`src/lfmc_pkg.sv`:
```
`default_nettype none
package lfmc_pkg;

  localparam int SENSE_W = 10;
  localparam int POS_W   = 13;
  localparam int ERR_W   = 13;
  localparam int CFG_W   = 16;
  localparam int IDX_W   = 3;

  localparam logic [SENSE_W-1:0] FULL_READING    = 10'd1000;
  localparam logic [POS_W-1:0]   MAX_POSITION    = 13'd7000;
  localparam logic [POS_W:0]     CENTRE_POSITION = 14'd3500;

  localparam logic [IDX_W-1:0] REG_BASE_SPEED  = 3'd0;
  localparam logic [IDX_W-1:0] REG_SLOW_SPEED  = 3'd1;
  localparam logic [IDX_W-1:0] REG_CREEP_SPEED = 3'd2;
  localparam logic [IDX_W-1:0] REG_KP          = 3'd3;
  localparam logic [IDX_W-1:0] REG_KD          = 3'd4;
  localparam logic [IDX_W-1:0] REG_CORR_LIMIT  = 3'd5;
  localparam logic [IDX_W-1:0] REG_LINE_THRESH = 3'd6;
  localparam logic [IDX_W-1:0] REG_CLEAR_LEVEL = 3'd7;

  localparam logic [7:0]         RST_BASE_SPEED  = 8'd130;
  localparam logic [7:0]         RST_SLOW_SPEED  = 8'd100;
  localparam logic [7:0]         RST_CREEP_SPEED = 8'd80;
  localparam logic [15:0]        RST_KP          = 16'd1311;
  localparam logic [15:0]        RST_KD          = 16'd0;
  localparam logic [6:0]         RST_CORR_LIMIT  = 7'd55;
  localparam logic [SENSE_W-1:0] RST_LINE_THRESH = 10'd500;
  localparam logic [SENSE_W-1:0] RST_CLEAR_LEVEL = 10'd100;

  typedef struct packed {
    logic [7:0]         base_speed;
    logic [7:0]         slow_speed;
    logic [7:0]         creep_speed;
    logic [15:0]        kp_q16;
    logic [15:0]        kd_q16;
    logic [6:0]         corr_clamp;
    logic [SENSE_W-1:0] line_threshold;
    logic [SENSE_W-1:0] clear_level;
  } cfg_t;

  typedef struct packed {
    logic [POS_W-1:0]        position;
    logic signed [ERR_W-1:0] prev_error;
    logic                    first_sample;
  } pd_in_t;

  typedef struct packed {
    logic [7:0]              pwm_left;
    logic [7:0]              pwm_right;
    logic signed [ERR_W-1:0] error;
  } pd_out_t;

  typedef enum logic [6:0] {
    PH_FOLLOW       = 7'b0000001,
    PH_CREEP        = 7'b0000010,
    PH_LEFT_SWING   = 7'b0000100,
    PH_LEFT_SETTLE  = 7'b0001000,
    PH_RIGHT_SWING  = 7'b0010000,
    PH_RIGHT_SETTLE = 7'b0100000,
    PH_DONE         = 7'b1000000
  } phase_t;

endpackage
`default_nettype wire

```
`src/lfmc_pd.sv`:
```
`default_nettype none
module lfmc_pd (
  input  wire lfmc_pkg::cfg_t   cfg,
  input  wire lfmc_pkg::pd_in_t pd_in,
  output lfmc_pkg::pd_out_t     pd_out
);

  logic [lfmc_pkg::POS_W-1:0]          pos_c;
  logic signed [lfmc_pkg::POS_W:0]     err_w;
  logic signed [lfmc_pkg::ERR_W-1:0]   error;
  logic signed [lfmc_pkg::ERR_W:0]     diff;
  logic signed [29:0]                  p_term;
  logic signed [30:0]                  d_term;
  logic signed [31:0]                  sum;
  logic [31:0]                         abs_sum;
  logic [15:0]                         mag_hi;
  logic [6:0]                          mag;
  logic signed [7:0]                   corr;
  logic signed [9:0]                   left_w;
  logic signed [9:0]                   right_w;

  always_comb begin
    pos_c = (pd_in.position > lfmc_pkg::MAX_POSITION) ? lfmc_pkg::MAX_POSITION
                                                      : pd_in.position;
    err_w = $signed({1'b0, pos_c}) - $signed(lfmc_pkg::CENTRE_POSITION);
    error = err_w[lfmc_pkg::ERR_W-1:0];
    diff  = $signed({error[lfmc_pkg::ERR_W-1], error})
          - $signed({pd_in.prev_error[lfmc_pkg::ERR_W-1], pd_in.prev_error});
    p_term = $signed({1'b0, cfg.kp_q16}) * error;
    d_term = $signed({1'b0, cfg.kd_q16}) * diff;
    sum = $signed({{2{p_term[29]}}, p_term});
    if (!pd_in.first_sample) begin
      sum = sum + $signed({d_term[30], d_term});
    end
    abs_sum = sum[31] ? 32'(-sum) : 32'(sum);
    mag_hi  = abs_sum[31:16];
    mag     = (mag_hi > {9'd0, cfg.corr_clamp}) ? cfg.corr_clamp
                                                 : mag_hi[6:0];
    corr    = sum[31] ? -$signed({1'b0, mag}) : $signed({1'b0, mag});
    left_w  = $signed({2'b00, cfg.base_speed}) - $signed({{2{corr[7]}}, corr});
    right_w = $signed({2'b00, cfg.base_speed}) + $signed({{2{corr[7]}}, corr});

    if (left_w < 0) begin
      pd_out.pwm_left = 8'd0;
    end else if (left_w > 10'sd255) begin
      pd_out.pwm_left = 8'd255;
    end else begin
      pd_out.pwm_left = left_w[7:0];
    end
    if (right_w < 0) begin
      pd_out.pwm_right = 8'd0;
    end else if (right_w > 10'sd255) begin
      pd_out.pwm_right = 8'd255;
    end else begin
      pd_out.pwm_right = right_w[7:0];
    end
    pd_out.error = error;
  end

endmodule
`default_nettype wire

```
`src/line_follow_motor_controller.sv`:
```
// A transferred sample is held in the sample register, which feeds the command
// register directly and hands it on when the result side is ready.
// Throughput: one sample per cycle if not stalled; PD and mode are combinational.
// Reset (synchronous, active low) empties both stages, restores the register
// defaults and returns to line following with the first-sample flag set.
`default_nettype none
module line_follow_motor_controller (
  input  wire                                clk,
  input  wire                                rst_n,
  input  wire                                cfg_write_en,
  input  wire [lfmc_pkg::IDX_W-1:0]          cfg_index,
  input  wire [lfmc_pkg::CFG_W-1:0]          cfg_data,
  input  wire                                in_valid,
  output logic                               in_ready,
  input  wire [lfmc_pkg::SENSE_W-1:0]        in_sense_right_outer,
  input  wire [lfmc_pkg::SENSE_W-1:0]        in_sense_right_near,
  input  wire [lfmc_pkg::SENSE_W-1:0]        in_sense_right_mid,
  input  wire [lfmc_pkg::SENSE_W-1:0]        in_sense_right_centre,
  input  wire [lfmc_pkg::SENSE_W-1:0]        in_sense_left_centre,
  input  wire [lfmc_pkg::SENSE_W-1:0]        in_sense_left_mid,
  input  wire [lfmc_pkg::SENSE_W-1:0]        in_sense_left_near,
  input  wire [lfmc_pkg::SENSE_W-1:0]        in_sense_left_outer,
  input  wire [lfmc_pkg::POS_W-1:0]          in_line_position,
  output logic                               out_valid,
  input  wire                                out_ready,
  output logic [7:0]                         out_pwm_left,
  output logic [7:0]                         out_pwm_right,
  output logic                               out_dir_left,
  output logic                               out_dir_right,
  output logic                               out_finished
);

  lfmc_pkg::cfg_t cfg_r;

  logic                             s1_valid_r;
  logic [lfmc_pkg::SENSE_W-1:0]     s_r [8];
  logic [lfmc_pkg::POS_W-1:0]       pos_r;

  lfmc_pkg::phase_t                 phase_r, phase_nxt;
  logic                             seen_left_r, seen_left_nxt;
  logic                             seen_right_r, seen_right_nxt;
  logic signed [lfmc_pkg::ERR_W-1:0] prev_err_r, prev_err_nxt;
  logic                             first_r, first_nxt;
  logic                             hdl_r, hdl_nxt;
  logic                             hdr_r, hdr_nxt;

  logic                             out_valid_r;
  logic [7:0]                       pwm_left_r, pwm_left_nxt;
  logic [7:0]                       pwm_right_r, pwm_right_nxt;
  logic                             dir_left_r, dir_right_r;
  logic                             fin_r, fin_nxt;

  logic                             adv;
  logic                             mark_left, mark_right;
  logic                             turn_left, swing;
  logic [lfmc_pkg::SENSE_W-1:0]     outer, centre;
  logic                             use_pd;

  lfmc_pkg::pd_in_t                 pd_in;
  lfmc_pkg::pd_out_t                pd_out;

  assign adv      = s1_valid_r && (!out_valid_r || out_ready);
  assign in_ready = !s1_valid_r || adv;

  assign out_valid     = out_valid_r;
  assign out_pwm_left  = pwm_left_r;
  assign out_pwm_right = pwm_right_r;
  assign out_dir_left  = dir_left_r;
  assign out_dir_right = dir_right_r;
  assign out_finished  = fin_r;

  always_ff @(posedge clk) begin
    if (!rst_n) begin
      cfg_r.base_speed     <= lfmc_pkg::RST_BASE_SPEED;
      cfg_r.slow_speed     <= lfmc_pkg::RST_SLOW_SPEED;
      cfg_r.creep_speed    <= lfmc_pkg::RST_CREEP_SPEED;
      cfg_r.kp_q16         <= lfmc_pkg::RST_KP;
      cfg_r.kd_q16         <= lfmc_pkg::RST_KD;
      cfg_r.corr_clamp     <= lfmc_pkg::RST_CORR_LIMIT;
      cfg_r.line_threshold <= lfmc_pkg::RST_LINE_THRESH;
      cfg_r.clear_level    <= lfmc_pkg::RST_CLEAR_LEVEL;
    end else if (cfg_write_en) begin
      unique case (cfg_index)
        lfmc_pkg::REG_BASE_SPEED:  cfg_r.base_speed     <= cfg_data[7:0];
        lfmc_pkg::REG_SLOW_SPEED:  cfg_r.slow_speed     <= cfg_data[7:0];
        lfmc_pkg::REG_CREEP_SPEED: cfg_r.creep_speed    <= cfg_data[7:0];
        lfmc_pkg::REG_KP:          cfg_r.kp_q16         <= cfg_data[15:0];
        lfmc_pkg::REG_KD:          cfg_r.kd_q16         <= cfg_data[15:0];
        lfmc_pkg::REG_CORR_LIMIT:  cfg_r.corr_clamp     <= cfg_data[6:0];
        lfmc_pkg::REG_LINE_THRESH: cfg_r.line_threshold <= cfg_data[9:0];
        lfmc_pkg::REG_CLEAR_LEVEL: cfg_r.clear_level    <= cfg_data[9:0];
        default: begin
        end
      endcase
    end
  end

  always_ff @(posedge clk) begin
    if (!rst_n) begin
      s1_valid_r <= 1'b0;
    end else if (in_valid && in_ready) begin
      s1_valid_r <= 1'b1;
    end else if (adv) begin
      s1_valid_r <= 1'b0;
    end
  end

  always_ff @(posedge clk) begin
    if (in_valid && in_ready) begin
      s_r[0] <= in_sense_right_outer;
      s_r[1] <= in_sense_right_near;
      s_r[2] <= in_sense_right_mid;
      s_r[3] <= in_sense_right_centre;
      s_r[4] <= in_sense_left_centre;
      s_r[5] <= in_sense_left_mid;
      s_r[6] <= in_sense_left_near;
      s_r[7] <= in_sense_left_outer;
      pos_r  <= in_line_position;
    end
  end

  assign pd_in.position     = pos_r;
  assign pd_in.prev_error   = prev_err_r;
  assign pd_in.first_sample = first_r;

  lfmc_pd u_pd (
    .cfg    (cfg_r),
    .pd_in  (pd_in),
    .pd_out (pd_out)
  );

  always_comb begin
    mark_right = (s_r[0] == lfmc_pkg::FULL_READING) && (s_r[1] == lfmc_pkg::FULL_READING)
              && (s_r[2] == lfmc_pkg::FULL_READING);
    mark_left  = (s_r[7] == lfmc_pkg::FULL_READING) && (s_r[6] == lfmc_pkg::FULL_READING)
              && (s_r[5] == lfmc_pkg::FULL_READING);
    turn_left = (phase_r == lfmc_pkg::PH_LEFT_SWING) || (phase_r == lfmc_pkg::PH_LEFT_SETTLE);
    swing     = (phase_r == lfmc_pkg::PH_LEFT_SWING) || (phase_r == lfmc_pkg::PH_RIGHT_SWING);
    outer     = turn_left ? s_r[7] : s_r[0];
    centre    = turn_left ? s_r[4] : s_r[3];

    phase_nxt      = phase_r;
    seen_left_nxt  = seen_left_r;
    seen_right_nxt = seen_right_r;
    prev_err_nxt   = prev_err_r;
    first_nxt      = first_r;
    hdl_nxt        = hdl_r;
    hdr_nxt        = hdr_r;
    pwm_left_nxt   = 8'd0;
    pwm_right_nxt  = 8'd0;
    fin_nxt        = 1'b0;
    use_pd         = 1'b0;

    unique case (phase_r) inside
      lfmc_pkg::PH_FOLLOW: begin
        if (mark_left || mark_right) begin
          seen_left_nxt  = mark_left;
          seen_right_nxt = mark_right;
          phase_nxt      = lfmc_pkg::PH_CREEP;
          pwm_left_nxt   = cfg_r.creep_speed;
          pwm_right_nxt  = cfg_r.creep_speed;
        end else begin
          use_pd = 1'b1;
        end
      end
      lfmc_pkg::PH_CREEP: begin
        if (s_r[1] > cfg_r.clear_level || s_r[6] > cfg_r.clear_level) begin
          pwm_left_nxt  = cfg_r.creep_speed;
          pwm_right_nxt = cfg_r.creep_speed;
        end else if ((seen_left_r && seen_right_r) || s_r[3] > cfg_r.line_threshold
                     || s_r[4] > cfg_r.line_threshold) begin
          phase_nxt = lfmc_pkg::PH_DONE;
          fin_nxt   = 1'b1;
        end else begin
          hdl_nxt       = seen_left_r;
          hdr_nxt       = !seen_left_r;
          phase_nxt     = seen_left_r ? lfmc_pkg::PH_LEFT_SWING : lfmc_pkg::PH_RIGHT_SWING;
          pwm_left_nxt  = cfg_r.base_speed;
          pwm_right_nxt = cfg_r.base_speed;
        end
      end
      lfmc_pkg::PH_LEFT_SWING, lfmc_pkg::PH_LEFT_SETTLE,
      lfmc_pkg::PH_RIGHT_SWING, lfmc_pkg::PH_RIGHT_SETTLE: begin
        if (swing && outer < cfg_r.line_threshold) begin
          pwm_left_nxt  = cfg_r.base_speed;
          pwm_right_nxt = cfg_r.base_speed;
        end else if (centre < cfg_r.line_threshold) begin
          phase_nxt     = turn_left ? lfmc_pkg::PH_LEFT_SETTLE : lfmc_pkg::PH_RIGHT_SETTLE;
          pwm_left_nxt  = cfg_r.slow_speed;
          pwm_right_nxt = cfg_r.slow_speed;
        end else begin
          phase_nxt = lfmc_pkg::PH_FOLLOW;
          use_pd    = 1'b1;
        end
      end
      lfmc_pkg::PH_DONE: begin
        fin_nxt = 1'b1;
      end
      default: begin
        phase_nxt = lfmc_pkg::PH_DONE;
        fin_nxt   = 1'b1;
      end
    endcase

    if (use_pd) begin
      pwm_left_nxt  = pd_out.pwm_left;
      pwm_right_nxt = pd_out.pwm_right;
      prev_err_nxt  = pd_out.error;
      first_nxt     = 1'b0;
      hdl_nxt       = 1'b0;
      hdr_nxt       = 1'b0;
    end
  end

  always_ff @(posedge clk) begin
    if (!rst_n) begin
      phase_r      <= lfmc_pkg::PH_FOLLOW;
      seen_left_r  <= 1'b0;
      seen_right_r <= 1'b0;
      prev_err_r   <= '0;
      first_r      <= 1'b1;
      hdl_r        <= 1'b0;
      hdr_r        <= 1'b0;
    end else if (adv) begin
      phase_r      <= phase_nxt;
      seen_left_r  <= seen_left_nxt;
      seen_right_r <= seen_right_nxt;
      prev_err_r   <= prev_err_nxt;
      first_r      <= first_nxt;
      hdl_r        <= hdl_nxt;
      hdr_r        <= hdr_nxt;
    end
  end

  always_ff @(posedge clk) begin
    if (!rst_n) begin
      out_valid_r <= 1'b0;
    end else if (adv) begin
      out_valid_r <= 1'b1;
    end else if (out_ready) begin
      out_valid_r <= 1'b0;
    end
  end

  always_ff @(posedge clk) begin
    if (adv) begin
      pwm_left_r  <= pwm_left_nxt;
      pwm_right_r <= pwm_right_nxt;
      dir_left_r  <= hdl_nxt;
      dir_right_r <= hdr_nxt;
      fin_r       <= fin_nxt;
    end
  end

endmodule
`default_nettype wire

```
`config.mk`:
```
export PLATFORM = sky130hd
export DESIGN_NAME = line_follow_motor_controller
export DESIGN_NICKNAME = d
export VERILOG_FILES = /design/src/lfmc_pkg.sv /design/src/lfmc_pd.sv /design/src/line_follow_motor_controller.sv
export SDC_FILE = /design/constraint.sdc
export NUM_CORES = 2
export LEC_CHECK = 0
export ABC_AREA = 1
export CORE_MARGIN = 2
export CORE_UTILIZATION = 25
export CTS_CLUSTER_DIAMETER = 40
export CTS_CLUSTER_SIZE = 24
export DETAILED_ROUTE_END_ITERATION = 10
export DONT_BUFFER_PORTS = 1
export GPL_ROUTABILITY_DRIVEN = 0
export GPL_TIMING_DRIVEN = 0
export HOLD_SLACK_MARGIN = 0.03
export PLACE_DENSITY = 0.51
export SYNTH_ARGS = -nofsm -noshare
export SYNTH_HDL_FRONTEND = slang
export SYNTH_HIERARCHICAL = 1
export SYNTH_SLANG_ARGS = --single-unit
export TNS_END_PERCENT = 50
```
`constraint.sdc`:
```
create_clock -name clk -period 15.8 [get_ports clk]
set_input_delay 0.79 -clock clk [delete_from_list [all_inputs] [get_ports clk]]
set_output_delay 0.79 -clock clk [all_outputs]
set_load 0.01 [all_outputs]
```
; Word-level counts from Yosys, hierarchy flattened
; Memories as Yosys holds them, arrays and structs flattened.
; Index checks and enable logic that the tools add are counted.
[totals]
ram_bits = 80
word_cells = 152
memories = 1
register_bits = 142
in_bits = 117
out_inout_bits = 21
[op_classes]
n_mul = 2
n_bitwise = 1
n_lt_le_gt_ge = 12
n_eq_ne = 23
add_sub_neg = 7
n_mux = 48
n_reduce_logical = 35
[memory_table]
columns = name, words, width, rd, rd_ports_with_merged_regs, wr, line
row1 = s_r, 8, 10, 8, 0, 8, line_follow_motor_controller.sv:36  ; logic [lfmc_pkg::SENSE_W-1:0] s_r [8];
[ops]
columns = cell, count
row1 = 2-to-1 mux 8 bit, 12
row2 = 2-to-1 mux 32 bit, 2
row3 = "equality test 10 bit, second input constant", 6
row4 = greater-than comparator 10 bit, 4
row5 = 2-to-1 mux 7 bit, 5
row6 = adder 30 x 31 -> 32 bit, 1
row7 = negator 32 bit, 1
row8 = multiplier 17 x 14 -> 31 bit, 1
row9 = multiplier 17 x 13 -> 30 bit, 1
row10 = case mux 7 bit (4 select lines), 1
row11 = case mux 8 bit (3 select lines), 1
row12 = "greater-than comparator 10 x 9 -> 1 bit, second input constant", 2
row13 = "less-than comparator 10 x 1 -> 1 bit, second input constant", 2
row14 = less-than comparator 10 bit, 2
row15 = 2-to-1 mux 10 bit, 2
row16 = 2-to-1 mux 1 bit, 19
row17 = AND reduction 2 bit, 9
row18 = greater-than comparator 16 x 7 -> 1 bit, 1
row19 = subtractor 13 x 13 -> 14 bit, 1
row20 = "greater-than comparator 13 bit, second input constant", 1
row21 = 2-to-1 mux 13 bit, 1
row22 = "subtractor 13 x 12 -> 13 bit, second input constant", 1
row23 = "equality test 3 bit, second input constant", 4
row24 = 2-to-1 mux 6 bit, 2
row25 = 26 further kinds, 46

; Longest topological paths before layout
[logic_depth]
depth_word = 18
ltp_mapped = 103
mapped_depth_nobuf = 101

; By module
; The synthesis kept the hierarchy.
[modules_own_cells]
columns = mod, n_inst, cells_each, seq_area_each_um2, area_per_inst_um2
row1 = lfmc_pd, 1, 2880, 0.0, 19891.6
row2 = line_follow_motor_controller, 1, 1083, 5565.3, 9763.1

; Worst setup path after synthesis
; OpenSTA, ideal clock, no wires.
[synth_path]
path_type = reg2reg
start = register pos_r[9] in the netlist's numbering
end = register pwm_right_r[4], in the netlist out_pwm_right[4] (data pin)
path_buffers = 2
period_less_slack_ps = 15999
setup_time_ps = 268
arrival_time_ps = 15731
setup_slack_ps = -199
t_required_ps = 15532
path_stages_with_launch = 87
cell_sequence = edfxtp_1 -> inv_2 -> nor3_2 -> nand3_1 -> nand3_1 -> nand2_2 -> nand2_1 -> clkbuf_1 -> inv_1 -> ha_1 -> nand2_1 -> nor2_1 -> a21oi_1 -> nand2_1 -> nand2_1 -> nand2_1 -> a21oi_1 -> clkbuf_1 -> [51 not listed] -> nand3_4 -> o21ai_2 -> inv_1 -> ha_1 -> inv_1 -> o21ai_0 -> inv_1 -> fa_1 -> o31ai_1 -> a21oi_1 -> o21ai_0 -> a21oi_1 -> o21ai_0 -> nand3_1 -> nand3_4 -> a21oi_2 -> nand2_1 -> nand3_1
[synth_lines]
columns = element, line
row1 = start: declaration, line_follow_motor_controller.sv:37  ; logic [lfmc_pkg::POS_W-1:0] pos_r;
row2 = start signal: assignment, line_follow_motor_controller.sv:118  ; pos_r <= in_line_position;
row3 = end signal: assignment, line_follow_motor_controller.sv:248  ; pwm_right_r <= pwm_right_nxt;
row4 = end: declaration, line_follow_motor_controller.sv:49  ; logic [7:0] pwm_right_r, pwm_right_nxt;

==> summary.md <==
| Metric | Value |
|---|---|
| Status | `finished with violations` |
| Failing checks | `negative setup slack` |
| DRC viols | `0` |
| Chip Width | `348.4 µm` |
| Clock-pin slew on the worst setup and hold paths | `0.07 ns` |
| Clock Skew | `0.03795 ns` |
| Period utilization | `1.018` |
| Ranking of synthesized cells by area | `fa_1 24%, ha_1 13%, nand2_1 13%` |
| Site Rows | `126` |
| Fraction of layout cells with a size suffix above 1 | `0.1227` |
| Rel. slew slack | `0.2460` |
| Worst-Margin Slew | `1.127 ns` |
| Hold Fails Final Rpt | `0` |
| Initial DRT Pass Iterations | `6` |
| H-tree levels | `2` |
| DRT iter0 DRCs | `1,444` |
| Final WL | `93.73 mm` |
| CTS Hold Bufs | `0` |
| Max Slew Vio Count | `0` |
| Max incr delay on CP | `0.61 ns` |
| Total grt overflow | `0` |
| Largest net degree at the start of global routing | `78` |
| Die extent in y | `348.4 µm` |
| CP arrival | `16.34 ns` |
| Highest Clock Rate | `62.18 MHz` |
| ANT cells | `0` |
| Cell taking the most area after synthesis | `fa_1` |
| Seq/Total Area, Yosys | `0.1877` |
| IO Port Bufs | `0` |
| Via density | `4.470` |
| First-pass GRT wire length | `145.7 mm` |
| Vias in the first global route | `25,340` |
| Synthesized area | `29,650 µm²` |
| Critical Path RT | `16.06 ns` |
| Syn_area_per_cell | `7.483 µm²` |
| Post-synth EDFFs | `112` |
| Count leader, synth | `nand2_1` |
| Min-Delay Path Class | `in -> reg` |
| CP most frequent cell | `fa_1` |
| Max-Cap Viols | `0` |
| Clock root cell | `clkbuf_16` |
| Tmin final | `16.08 ns` |
| YS warnings | `6` |
| Layout area overhead | `18.38%` |
| Final worst setup slack | `-0.2814 ns` |
| Startpoint Class | `register` |
| Clock Sink Count | `222` |
| # nets final | `4,894` |
| Seq cells post-synth | `222` |
| Synth cell types | `51` |
| Total global-route track usage | `0.1537` |
| CP max-delay cell | `fa_1` |
| Vias | `25,370` |
| Initial antenna violation count | `0` |
| Ys flop type | `edfxtp_1` |
| Placed Area | `31,610 µm²` |
| Post-DR wirelength/cell | `16.52 µm` |
| Syn nets | `4,744` |
| Final Instance Area | `35,100 µm²` |
| Total CTS buffers | `34` |
| Final setup viols | `16` |
| Clk_lat worst skew | `0.55 ns` |
| Worst-path fanout max | `5` |
| DRT antenna net count | `0` |
| CTS tree | `built` |
| Crit. End Element | `register` |
| Post-synth top area share | `0.2383` |
| Core Box Area | `117,900 µm²` |
| I/O Pins | `138` |
| Die area | `121,400 µm²` |
| Most common library cells after synthesis | `1,036 x nand2_1, 806 x inv_1, 428 x nor2_1` |
| RSZ-0062 raised after global routing | `yes` |
| Post-DP HPWL | `77.33 mm` |
| Share of synthesized registers carrying an async set or reset | `0` |
| Crit Path Class | `reg -> reg` |
| Initial Util | `0.2515` |
| Post-Syn Instances | `3,963` |
| Bufs on Longest Clock Path | `3` |
## per-stage QoR
stage                     TNS, ns  cells  setup WS, ns  utilization  hold WS [ns]
after floorplan                 0   3963       0.02037            -        0.4270
after global placement     -50.67   5499        -3.326       0.2678        0.4378
after detailed placement   -51.90   5500        -3.439       0.2680        0.4425
after CTS                  -1.088   5644       -0.1402       0.2925        0.3040
after global routing       -14.19   5675       -0.9551       0.2977        0.3021
final                      -2.683   5675       -0.2814       0.2977        0.3309
## flip-flops by register name, summed over array words and instances, names as in the netlist, 7 cells and up
| register | flops |
|---|---|
| out_pwm_right | 8 |
| phase_r | 7 |
| s_r | 80 |
| out_pwm_left | 8 |
| prev_err_r | 13 |
| cfg_r | 83 |
| pos_r | 13 |
## critical path: cells and delay by family, from the launching register on
family	cells	cell delay [ns]
compound gates	9	1.42
xor+xnor	3	0.44
fa+ha+maj	18	7.66
buf+inv	14	1.26
flops	1	0.41
simple gates	40	4.55
## what timing repair did
item,CTS,global route
setup buffers,83,32
endpoints found under the hold margin,0,0
gates resized for setup,247,99
setup endpoints to repair,16,16
pin swaps,100,136
## cell usage in the layout, fill, tap and decap left out, types with 6 or more instances in the layout
| cell | netlist | final |
|---|---|---|
| inv_1 | 806 | 779 |
| a21oi_1 | 131 | 108 |
| nand4_1 | 46 | 46 |
| ha_4 | 0 | 25 |
| buf_4 | 3 | 113 |
| nand3_1 | 174 | 163 |
| inv_2 | 16 | 33 |
| o211ai_1 | 12 | 12 |
| fa_1 | 353 | 345 |
| dfxtp_1 | 110 | 110 |
| xor2_1 | 29 | 21 |
| nor2_4 | 6 | 24 |
| fa_2 | 0 | 8 |
| inv_4 | 1 | 6 |
| clkinv_8 | 0 | 8 |
| nand3b_1 | 21 | 21 |
| o21bai_1 | 9 | 7 |
| nor2_2 | 9 | 14 |
| a21oi_4 | 0 | 6 |
| buf_6 | 3 | 7 |
| or2_2 | 13 | 11 |
| xnor2_1 | 10 | 7 |
| clkbuf_1 | 75 | 68 |
| a21oi_2 | 14 | 31 |
| buf_1 | 18 | 14 |
| nor3_1 | 21 | 19 |
| ha_2 | 0 | 8 |
| nand2_1 | 1036 | 985 |
| nand2_4 | 7 | 26 |
| nand3_2 | 6 | 16 |
| and2_1 | 12 | 9 |
| ha_1 | 311 | 278 |
| nor2_1 | 428 | 405 |
| o21ai_0 | 108 | 98 |
| edfxtp_1 | 112 | 112 |
| nand2_2 | 23 | 54 |
| clkbuf_16 | 0 | 38 |
| o21ai_1 | 4 | 8 |
## cells by family (layout without fill, tap and decap cells)
family | Yosys count | in the layout | synth area share
AND/OR/NAND/NOR | 1815 | 1815 | 0.2575
adder cells (fa/ha/maj) | 664 | 664 | 0.3695
AO/OA/AOI/OAI | 295 | 295 | 0.05472
buffers and inverters | 927 | 1103 | 0.1188
XOR/XNOR | 39 | 39 | 0.01152
flip-flops | 222 | 222 | 0.1877
multiplexers | 1 | 1 | 0.0003376
## routing by layer
metal | GRT usage | wire [µm] | vias to the layer above
li1 | - | - | 12420
met1 | 0.2069 | 42770 | 12190
met2 | 0.2584 | 43450 | 622
met3 | 0.01855 | 4365 | 131
met4 | 0.04363 | 3136 | 0
met5 | 0 | 0 | -
## final timing paths
kind                          startpoint                          to  slack (ns)  depth (start not counted)
setup reg to reg      pos_r[2]$_DFFE_PP_  out_pwm_right[7]$_DFFE_PP_       -0.28                         84
hold / removal    in_sense_right_near[9]        s_r[0][19]$_DFFE_PP_        0.33                          0
hold reg to reg   cfg_r[69]$_SDFFE_PN1P_      cfg_r[69]$_SDFFE_PN1P_        0.45                          2
setup / recovery      pos_r[2]$_DFFE_PP_  out_pwm_right[7]$_DFFE_PP_       -0.28                         84
## final cells by class
cell class              count  area, µm²
fillers                 12720      82820
well taps                1536       1922
inverters                 825       3149
multi-input cells        2814      21800
repair buffers            115      912.1
plain buffers             101      525.5
clock inverters            26      351.6
flip-flops and latches    222       5565
clock buffers              36      879.6
Power is left out: the tool's default activity adds up to more than one toggle a clock period on the data nets, which glitch-free logic cannot reach.
